<file path="src/sv/twl_pkg.sv">
package twl_pkg;

  // Field widths fixed by the interface.
  localparam int IdW = 16;
  localparam int KeyW = 17;
  localparam int TicksW = 16;
  localparam int CountW = 6;

  // Operation codes carried on the op port.
  typedef enum logic [2:0] {
    OP_ADD        = 3'd0,
    OP_LOOKUP     = 3'd1,
    OP_REMOVE     = 3'd2,
    OP_WAKE_JOIN  = 3'd3,
    OP_TICK       = 3'd4,
    OP_WAKE_SEM   = 3'd5,
    OP_WAKE_FIRST = 3'd6
  } op_t;

  // Sequencer states.
  typedef enum logic [1:0] {
    ST_IDLE,
    ST_COUNT,
    ST_SCAN,
    ST_STATUS
  } state_t;

  // One table entry as stored in the memory.
  typedef struct packed {
    logic [IdW-1:0]    thread;
    logic [IdW-1:0]    sem;
    logic [KeyW-1:0]   join_id;
    logic              timed;
    logic [TicksW-1:0] ticks;
  } slot_entry_t;

  // Verdict on one entry for the running operation.
  typedef struct packed {
    logic        hit;
    logic        wake;
    slot_entry_t upd;
  } eval_t;

endpackage

</file>
<file path="src/sv/twl_table_mem.sv">
module twl_table_mem #(
  parameter int DEPTH = 32
) (
  input  logic                      clk,
  input  logic                      we,
  input  logic [$clog2(DEPTH)-1:0]  waddr,
  input  twl_pkg::slot_entry_t      wdata,
  input  logic                      re,
  input  logic [$clog2(DEPTH)-1:0]  raddr,
  output twl_pkg::slot_entry_t      rdata
);

  twl_pkg::slot_entry_t mem [DEPTH];

  // Single write port.
  always_ff @(posedge clk) begin
    if (we) begin
      mem[waddr] <= wdata;
    end
  end

  // Registered read port.
  always_ff @(posedge clk) begin
    if (re) begin
      rdata <= mem[raddr];
    end
  end

endmodule

</file>
<file path="src/sv/twl_entry_eval.sv">
module twl_entry_eval (
  input  twl_pkg::op_t         op,
  input  logic [16:0]          key,
  input  twl_pkg::slot_entry_t entry,
  output twl_pkg::eval_t       res
);

  logic thr_eq;
  logic sem_eq;
  logic join_eq;

  // Stored thread and semaphore ids are zero extended, so a negative key never matches them.
  assign thr_eq  = ({1'b0, entry.thread} == key);
  assign sem_eq  = ({1'b0, entry.sem} == key);
  assign join_eq = (entry.join_id == key);

  // Match and wake decision, plus the countdown for a tick.
  always_comb begin
    res.hit  = 1'b0;
    res.wake = 1'b0;
    res.upd  = entry;
    case (op)
      twl_pkg::OP_LOOKUP,
      twl_pkg::OP_REMOVE:    res.hit = thr_eq;
      twl_pkg::OP_WAKE_FIRST: res.hit = sem_eq;
      twl_pkg::OP_WAKE_JOIN: res.wake = join_eq;
      twl_pkg::OP_WAKE_SEM:  res.wake = sem_eq;
      twl_pkg::OP_TICK: begin
        if (entry.timed) begin
          res.upd.ticks = entry.ticks - 16'd1;
          res.wake = (entry.ticks == 16'd1);
        end
      end
      default: begin
        res.hit = 1'b0;
      end
    endcase
  end

endmodule

</file>
<file path="src/sv/thread_wait_list_engine_core.sv">
// Blocked-thread wait table.
// An operation is accepted at a rising edge with start high and busy low; busy
// then stays high until the operation's status result has been scheduled.
// Results appear on the result ports for one cycle each, marked by strobe. The
// receiver cannot stall, so every result is a transfer in the cycle it shows.
// Each operation gives zero or more woken-thread results and then one status
// result with last high; entry_count on all of them is the count after the op.
// Add and the undefined op go from idle straight to the status state.
// Lookup, remove and wake-first sweep the table once through the memory read
// port. Wake joiners, tick and wake all on a semaphore sweep twice, first
// counting the wakes so every result carries the final count, then
// compacting. The sweep goes over the table memory, one read and one write
// port, one entry per cycle.
// Reset empties the table at once; entry contents are not cleared.
module thread_wait_list_engine_core #(
  parameter int TABLE_DEPTH = 32
) (
  input  logic               clk,
  input  logic               rst,
  input  logic               start,
  output logic               busy,
  input  logic [2:0]         op,
  input  logic [15:0]        thread_id,
  input  logic [15:0]        sem_id,
  input  logic signed [16:0] join_target,
  input  logic [15:0]        timeout,
  input  logic signed [16:0] search_key,
  output logic               strobe,
  output logic               woken_valid,
  output logic [15:0]        woken_thread,
  output logic               timed_out,
  output logic               found,
  output logic               full_error,
  output logic [5:0]         entry_count,
  output logic               last
);

  localparam int CW = $clog2(TABLE_DEPTH + 1);
  localparam int IW = $clog2(TABLE_DEPTH);

  twl_pkg::state_t state, state_next;
  twl_pkg::op_t    op_r;
  logic [16:0]     key_r;
  logic [CW-1:0]   occ;
  logic [CW-1:0]   rd_idx;
  logic [CW-1:0]   w_idx;
  logic [CW-1:0]   wake_cnt;
  logic [CW-1:0]   cnt_final;
  logic            pv;
  logic            found_r;
  logic            full_r;
  logic [15:0]     thr_r;

  logic                 accept;
  logic                 issue;
  logic                 pass_done;
  logic                 take;
  logic                 keep;
  logic                 emit;
  logic                 mem_we;
  logic [IW-1:0]        mem_waddr;
  twl_pkg::slot_entry_t mem_wdata;
  twl_pkg::slot_entry_t mem_rdata;
  twl_pkg::slot_entry_t add_entry;
  twl_pkg::eval_t       ev;

  assign accept    = start && !busy;
  assign busy      = (state != twl_pkg::ST_IDLE);
  assign issue     = ((state == twl_pkg::ST_COUNT) || (state == twl_pkg::ST_SCAN))
                     && (rd_idx < occ);
  assign pass_done = !issue && !pv;

  assign add_entry.thread  = thread_id;
  assign add_entry.sem     = sem_id;
  assign add_entry.join_id = join_target;
  assign add_entry.timed   = (timeout != 16'd0);
  assign add_entry.ticks   = timeout;

  twl_table_mem #(.DEPTH(TABLE_DEPTH)) u_mem (
    .clk   (clk),
    .we    (mem_we),
    .waddr (mem_waddr),
    .wdata (mem_wdata),
    .re    (issue),
    .raddr (rd_idx[IW-1:0]),
    .rdata (mem_rdata)
  );

  twl_entry_eval u_eval (
    .op    (op_r),
    .key   (key_r),
    .entry (mem_rdata),
    .res   (ev)
  );

  // Next state.
  always_comb begin
    state_next = state;
    case (state)
      twl_pkg::ST_IDLE: begin
        if (accept) begin
          case (twl_pkg::op_t'(op))
            twl_pkg::OP_LOOKUP,
            twl_pkg::OP_REMOVE,
            twl_pkg::OP_WAKE_FIRST: state_next = twl_pkg::ST_SCAN;
            twl_pkg::OP_WAKE_JOIN,
            twl_pkg::OP_TICK,
            twl_pkg::OP_WAKE_SEM:   state_next = twl_pkg::ST_COUNT;
            default:                state_next = twl_pkg::ST_STATUS;
          endcase
        end
      end
      twl_pkg::ST_COUNT:  if (pass_done) state_next = twl_pkg::ST_SCAN;
      twl_pkg::ST_SCAN:   if (pass_done) state_next = twl_pkg::ST_STATUS;
      twl_pkg::ST_STATUS: state_next = twl_pkg::ST_IDLE;
      default:            state_next = twl_pkg::ST_IDLE;
    endcase
  end

  // Per-entry decisions and memory writes.
  always_comb begin
    take      = 1'b0;
    keep      = 1'b1;
    emit      = 1'b0;
    mem_we    = 1'b0;
    mem_waddr = w_idx[IW-1:0];
    mem_wdata = ev.upd;
    case (state)
      twl_pkg::ST_IDLE: begin
        mem_waddr = occ[IW-1:0];
        mem_wdata = add_entry;
        mem_we    = accept && (twl_pkg::op_t'(op) == twl_pkg::OP_ADD)
                    && (occ != CW'(TABLE_DEPTH));
      end
      twl_pkg::ST_SCAN: begin
        if (pv) begin
          case (op_r)
            twl_pkg::OP_LOOKUP: take = ev.hit && !found_r;
            twl_pkg::OP_REMOVE: begin
              take = ev.hit && !found_r;
              keep = !take;
            end
            twl_pkg::OP_WAKE_FIRST: begin
              take = ev.hit && !found_r;
              keep = !take;
              emit = take;
            end
            default: begin
              take = ev.wake;
              keep = !take;
              emit = take;
            end
          endcase
          mem_we = keep;
        end
      end
      default: begin
        mem_we = 1'b0;
      end
    endcase
  end

  // Control registers.
  always_ff @(posedge clk) begin
    if (rst) begin
      state  <= twl_pkg::ST_IDLE;
      occ    <= '0;
      pv     <= 1'b0;
      strobe <= 1'b0;
    end else begin
      state  <= state_next;
      pv     <= issue;
      strobe <= emit || (state == twl_pkg::ST_STATUS);
      if (mem_we && (state == twl_pkg::ST_IDLE)) begin
        occ <= occ + CW'(1);
      end
      if ((state == twl_pkg::ST_SCAN) && pass_done) begin
        occ <= w_idx;
      end
    end
  end

  // Operation registers, sweep counters and result fields.
  always_ff @(posedge clk) begin
    if (accept) begin
      op_r     <= twl_pkg::op_t'(op);
      key_r    <= search_key;
      found_r  <= 1'b0;
      full_r   <= (twl_pkg::op_t'(op) == twl_pkg::OP_ADD) && (occ == CW'(TABLE_DEPTH));
      thr_r    <= '0;
      rd_idx   <= '0;
      w_idx    <= '0;
      wake_cnt <= '0;
      cnt_final <= occ - CW'(1);
    end
    if (issue) begin
      rd_idx <= rd_idx + CW'(1);
    end
    if ((state == twl_pkg::ST_COUNT) && pv && ev.wake) begin
      wake_cnt <= wake_cnt + CW'(1);
    end
    if ((state == twl_pkg::ST_COUNT) && pass_done) begin
      rd_idx    <= '0;
      cnt_final <= occ - wake_cnt;
    end
    if (state == twl_pkg::ST_SCAN) begin
      if (take) begin
        found_r <= 1'b1;
        if (op_r == twl_pkg::OP_LOOKUP) begin
          thr_r <= mem_rdata.thread;
        end
      end
      if (mem_we) begin
        w_idx <= w_idx + CW'(1);
      end
    end

    // Result fields for the cycle that follows.
    if (emit) begin
      woken_valid  <= 1'b1;
      woken_thread <= mem_rdata.thread;
      timed_out    <= (op_r == twl_pkg::OP_TICK);
      found        <= 1'b0;
      full_error   <= 1'b0;
      entry_count  <= twl_pkg::CountW'(cnt_final);
      last         <= 1'b0;
    end else begin
      woken_valid  <= 1'b0;
      woken_thread <= thr_r;
      timed_out    <= 1'b0;
      // Only the first-match operations report a match on their status.
      found        <= found_r && ((op_r == twl_pkg::OP_LOOKUP) ||
                                  (op_r == twl_pkg::OP_REMOVE) ||
                                  (op_r == twl_pkg::OP_WAKE_FIRST));
      full_error   <= full_r;
      entry_count  <= twl_pkg::CountW'(occ);
      last         <= 1'b1;
    end
  end

endmodule

</file>
<file path="config.mk">
export PLATFORM = sky130hd
export DESIGN_NAME = thread_wait_list_engine_core
export DESIGN_NICKNAME = d
export VERILOG_FILES = /design/src/sv/twl_pkg.sv /design/src/sv/twl_table_mem.sv /design/src/sv/twl_entry_eval.sv /design/src/sv/thread_wait_list_engine_core.sv
export SDC_FILE = /design/constraint.sdc
export NUM_CORES = 2
export LEC_CHECK = 0
export BUFFER_PORTS_ARGS = -buffer_cell sky130_fd_sc_hd__buf_2
export CAP_MARGIN = 10
export CORE_UTILIZATION = 45
export DETAILED_ROUTE_END_ITERATION = 10
export HOLD_SLACK_MARGIN = 0.05
export PLACE_DENSITY = 0.58
export SLEW_MARGIN = 20
export SYNTH_ARGS = -nofsm -noshare
export SYNTH_HDL_FRONTEND = slang
export SYNTH_SLANG_ARGS = --single-unit
</file>
<file path="constraint.sdc">
create_clock -name clk -period 6.5 [get_ports clk]
set_clock_uncertainty 0.1 [all_clocks]
set_input_delay 0.65 -clock clk [delete_from_list [all_inputs] [get_ports clk]]
set_output_delay 0.65 -clock clk [all_outputs]
set_load 0.005 [all_outputs]
</file>
==> flow_summary.ini <==
[outcome]
outcome = finished, final reports clean

[grt]
global_route.usage.total = 0.242
wire_length_of_the_first_global_routing_pass_mm = 331
gr-total-overflow = 0
antenna_found_initial = 23
grt_pass1_vias = 41600
grt_max_degree = 145

[cts]
clock-sinks = 2277
cts.root.buffer_cell = sky130_fd_sc_hd__clkbuf_16
cts_buffers = 228
clkSlewWorstSetupHoldPaths_ns = 0.06
tritoncts = yes
ctsHtreeMaxLevel = 4
cts_buffer_depth = 3
clk-insertion-delay-late_ns = 0.86
post_cts_resized = 0

[route]
post_drt_via_cell_ratio = 6.00
detail_route.first_pass.iterations = 5
first_drt_iteration_drcs = 4505
routed_antenna_nets = 0
drc = 0
avgRoutedWirePerCell_microns = 34.6
detailed_route_wire_length_mm = 236
vias = 40900

[floorplan]
floorplan_row_count = 161
num_io_pins = 117
die_width_microns = 444
die_y_microns = 444
initial_utilization = 0.455
fp.dieArea_sq_um = 197000
placeableCoreArea_sq_um = 193000

[placement]
final_weighted_congestion_in_routability_driven_placement = 0.866
quantity_of_i_o_buffers_inserted_on_ports = 116
detailedPlacementHpwl_mm = 138
place_area_sq_um = 92500
dp_cells = 6332

[timing]
hold_violations = 0
setup_viol = 0
max_slew_margin = 0.216
final_hold_slack_ns = 0.198
worst_margin_pin_slew_ns = 1.18
report.final.slew_viol_count = 0
finalCriticalPeriod_ns = 4.95
post-route-period-util = 0.762
max_freq_ghz = 0.202
finalSetupTns_ns = 0
grt_setup_unrepaired = false

[final_layout]
layout.cells.non_filler = 6812
nets = 4169
layout-area-overhead-vs-synth_pct = 13.8
finalCoreUtilization = 0.518
filler_cell_count = 15000
ff_latch_area_sq_um = 67700
multiInputGateArea_sq_um = 19700
fraction_of_layout_instances_using_a_drive_strength_above_1 = 0.327
final_area_sq_um = 100000

[synth]
synth.avg_cell_area_sq_um = 23.4
netlist_top_cells_count = 2211 x sky130_fd_sc_hd__edfxtp_1, 660 x sky130_fd_sc_hd__mux4_2, 130 x sky130_fd_sc_hd__clkbuf_1, 120 x sky130_fd_sc_hd__mux2_2, 85 x sky130_fd_sc_hd__nand2_1
synth.mux.area_fraction = 0.188
synth-edff-count = 2211
synth.lib_cells_used.distinct = 56
cell_taking_the_most_area_after_synthesis = sky130_fd_sc_hd__edfxtp_1
synth_cells = 3760
synth_fp_nets = 3871
post_synth_instance_area_sq_um = 88000
ys_seq_elements = 2277
synth_top_family_by_area = multiplexers
yosys.area.top_type_share = 0.755
ys.warnings.count = 0
adder_and_majority_gate_portion_of_the_synthesized_area = 0.00336
parity_gate_share_of_the_synthesized_area_counting_xor_and_xnor_cells = 0.00767
yosys.cell_count.top_type = sky130_fd_sc_hd__edfxtp_1
dominantRegCellSynth = sky130_fd_sc_hd__edfxtp_1
async_flop_share = 0
yosys.area_share.simple = 0.0149
synth-compound-area-share = 0.00713
share_of_synthesized_area_occupied_by_flip_flops_and_latches = 0.770
netlist_top_cells_area = sky130_fd_sc_hd__edfxtp_1 75%, sky130_fd_sc_hd__mux4_2 17%, sky130_fd_sc_hd__mux2_2 1.5%

[power_and_ir_drop]
power.net_switching_w = 0.0130
vdd_drop_max_mv = 0.277
clock_power_share = 0.293
powerDensity_nw_per_um2 = 435
internal_power_w = 0.0305
share_seq_of_total_power = 0.458
p_leak_nw = 30.5
power_frac_comb = 0.249
sw_frac_of_total = 0.298

[critical_path]
cp-end-kind = flip-flop
timing.critical_path.required_ns = 6.86
crit_fanout = 48
worst_ep_arrival_time_ns = 5.31
worstSetupPathType = flip-flop to flip-flop
startpoint_type = flip-flop

[worst_hold_path]
timing.hold.worst.class = primary input to flip-flop

[job]
max_cap_violations = 0
[final cells by class]
cell class	instances	share of cell area
clock buffers	285	0.0596
multi-input cells	1275	0.197
diodes	40	0.00100
well taps	2526	0.0316
inverters	23	0.000888
repair buffers	253	0.0207
flip-flops and latches	2277	0.677
clock inverters	133	0.0124
[path summary, 6_finish.rpt]
kind / end / depth (start not counted) / slack, ns / from
max: u_mem.mem[15][22]$_DFFE_PP_ / 9 / 1.55 / op_r[1]$_DFFE_PP_
min: state[1]$_SDFFE_PP0P_ / 4 / 0.20 / start
max reg2reg: u_mem.mem[15][22]$_DFFE_PP_ / 9 / 1.55 / op_r[1]$_DFFE_PP_
min reg2reg: thr_r[3]$_DFF_P_ / 2 / 0.36 / thr_r[3]$_DFF_P_
[placed cells by master, fill, tap and decap left out, drive strengths merged, types with 19 or more instances in the layout]
cell            n
clkinv        101
bufinv         19
edfxtp       2211
mux2          138
mux4          660
nand2          85
ha             22
diode          40
buf           232
clkbuf        285
dlygate4sd3    21
xnor2          28
nor4           21
xor2           49
inv            31
dfxtp          66
nor2           75
o21ai          56
[power groups by stage]
stage               clock, W  combinational, W  sequential, W
global route          0.0135            0.0116         0.0200
finish                0.0127            0.0108         0.0199
floorplan                  0           0.00682         0.0200
detailed placement         0            0.0110         0.0202
global placement           0            0.0110         0.0202
CTS                   0.0130            0.0111         0.0199
[layer usage]
layer,vias to the layer above,track usage,share of wire
met2,1405,0.396,0.50
met5,-,0,0.00017
met1,22500,0.324,0.40
li1,16700,-,-
met4,8,0.0978,0.041
met3,339,0.0409,0.060
[stage by stage]
stage | setup slack, ns | total power, W
global placement | 1.29 | 0.0311
floorplan | 0.804 | 0.0268
detailed placement | 1.32 | 0.0312
global route | 1.31 | 0.0450
finish | 1.55 | 0.0435
CTS | 1.22 | 0.0439
[critical path: stages (launching register included)]
cell	delay [ns]
sky130_fd_sc_hd__edfxtp_1	0.47
sky130_fd_sc_hd__nand2b_1	0.25
sky130_fd_sc_hd__a21o_1	0.23
sky130_fd_sc_hd__or4_1	0.18
sky130_fd_sc_hd__o32ai_1	0.11
sky130_fd_sc_hd__a211oi_2	0.47
sky130_fd_sc_hd__or2_0	0.37
sky130_fd_sc_hd__nand2_1	0.53
sky130_fd_sc_hd__nor2_4	0.82
sky130_fd_sc_hd__buf_4	0.89
[what timing repair did]
action,in CTS,in global routing
endpoints found under the hold margin,28,0
hold buffers,21,0
buffers inserted,0,0
setup endpoints to repair,0,0
[kinds of logic after synthesis]
family	count (synthesis)
AND/OR/NAND/NOR	273
buffers and inverters	208
flip-flops	2277
multiplexers	804
AO/OA/AOI/OAI	98
adder cells (fa/ha/maj)	23
XOR/XNOR	77
[sequential cells by signal, indices dropped and copies added (netlist names), 16 cells and up]
signal	count
woken_thread	16
u_mem.mem	2112
u_mem.rdata	66
thr_r	16
key_r	17
Power figures use the tool's default switching activity.
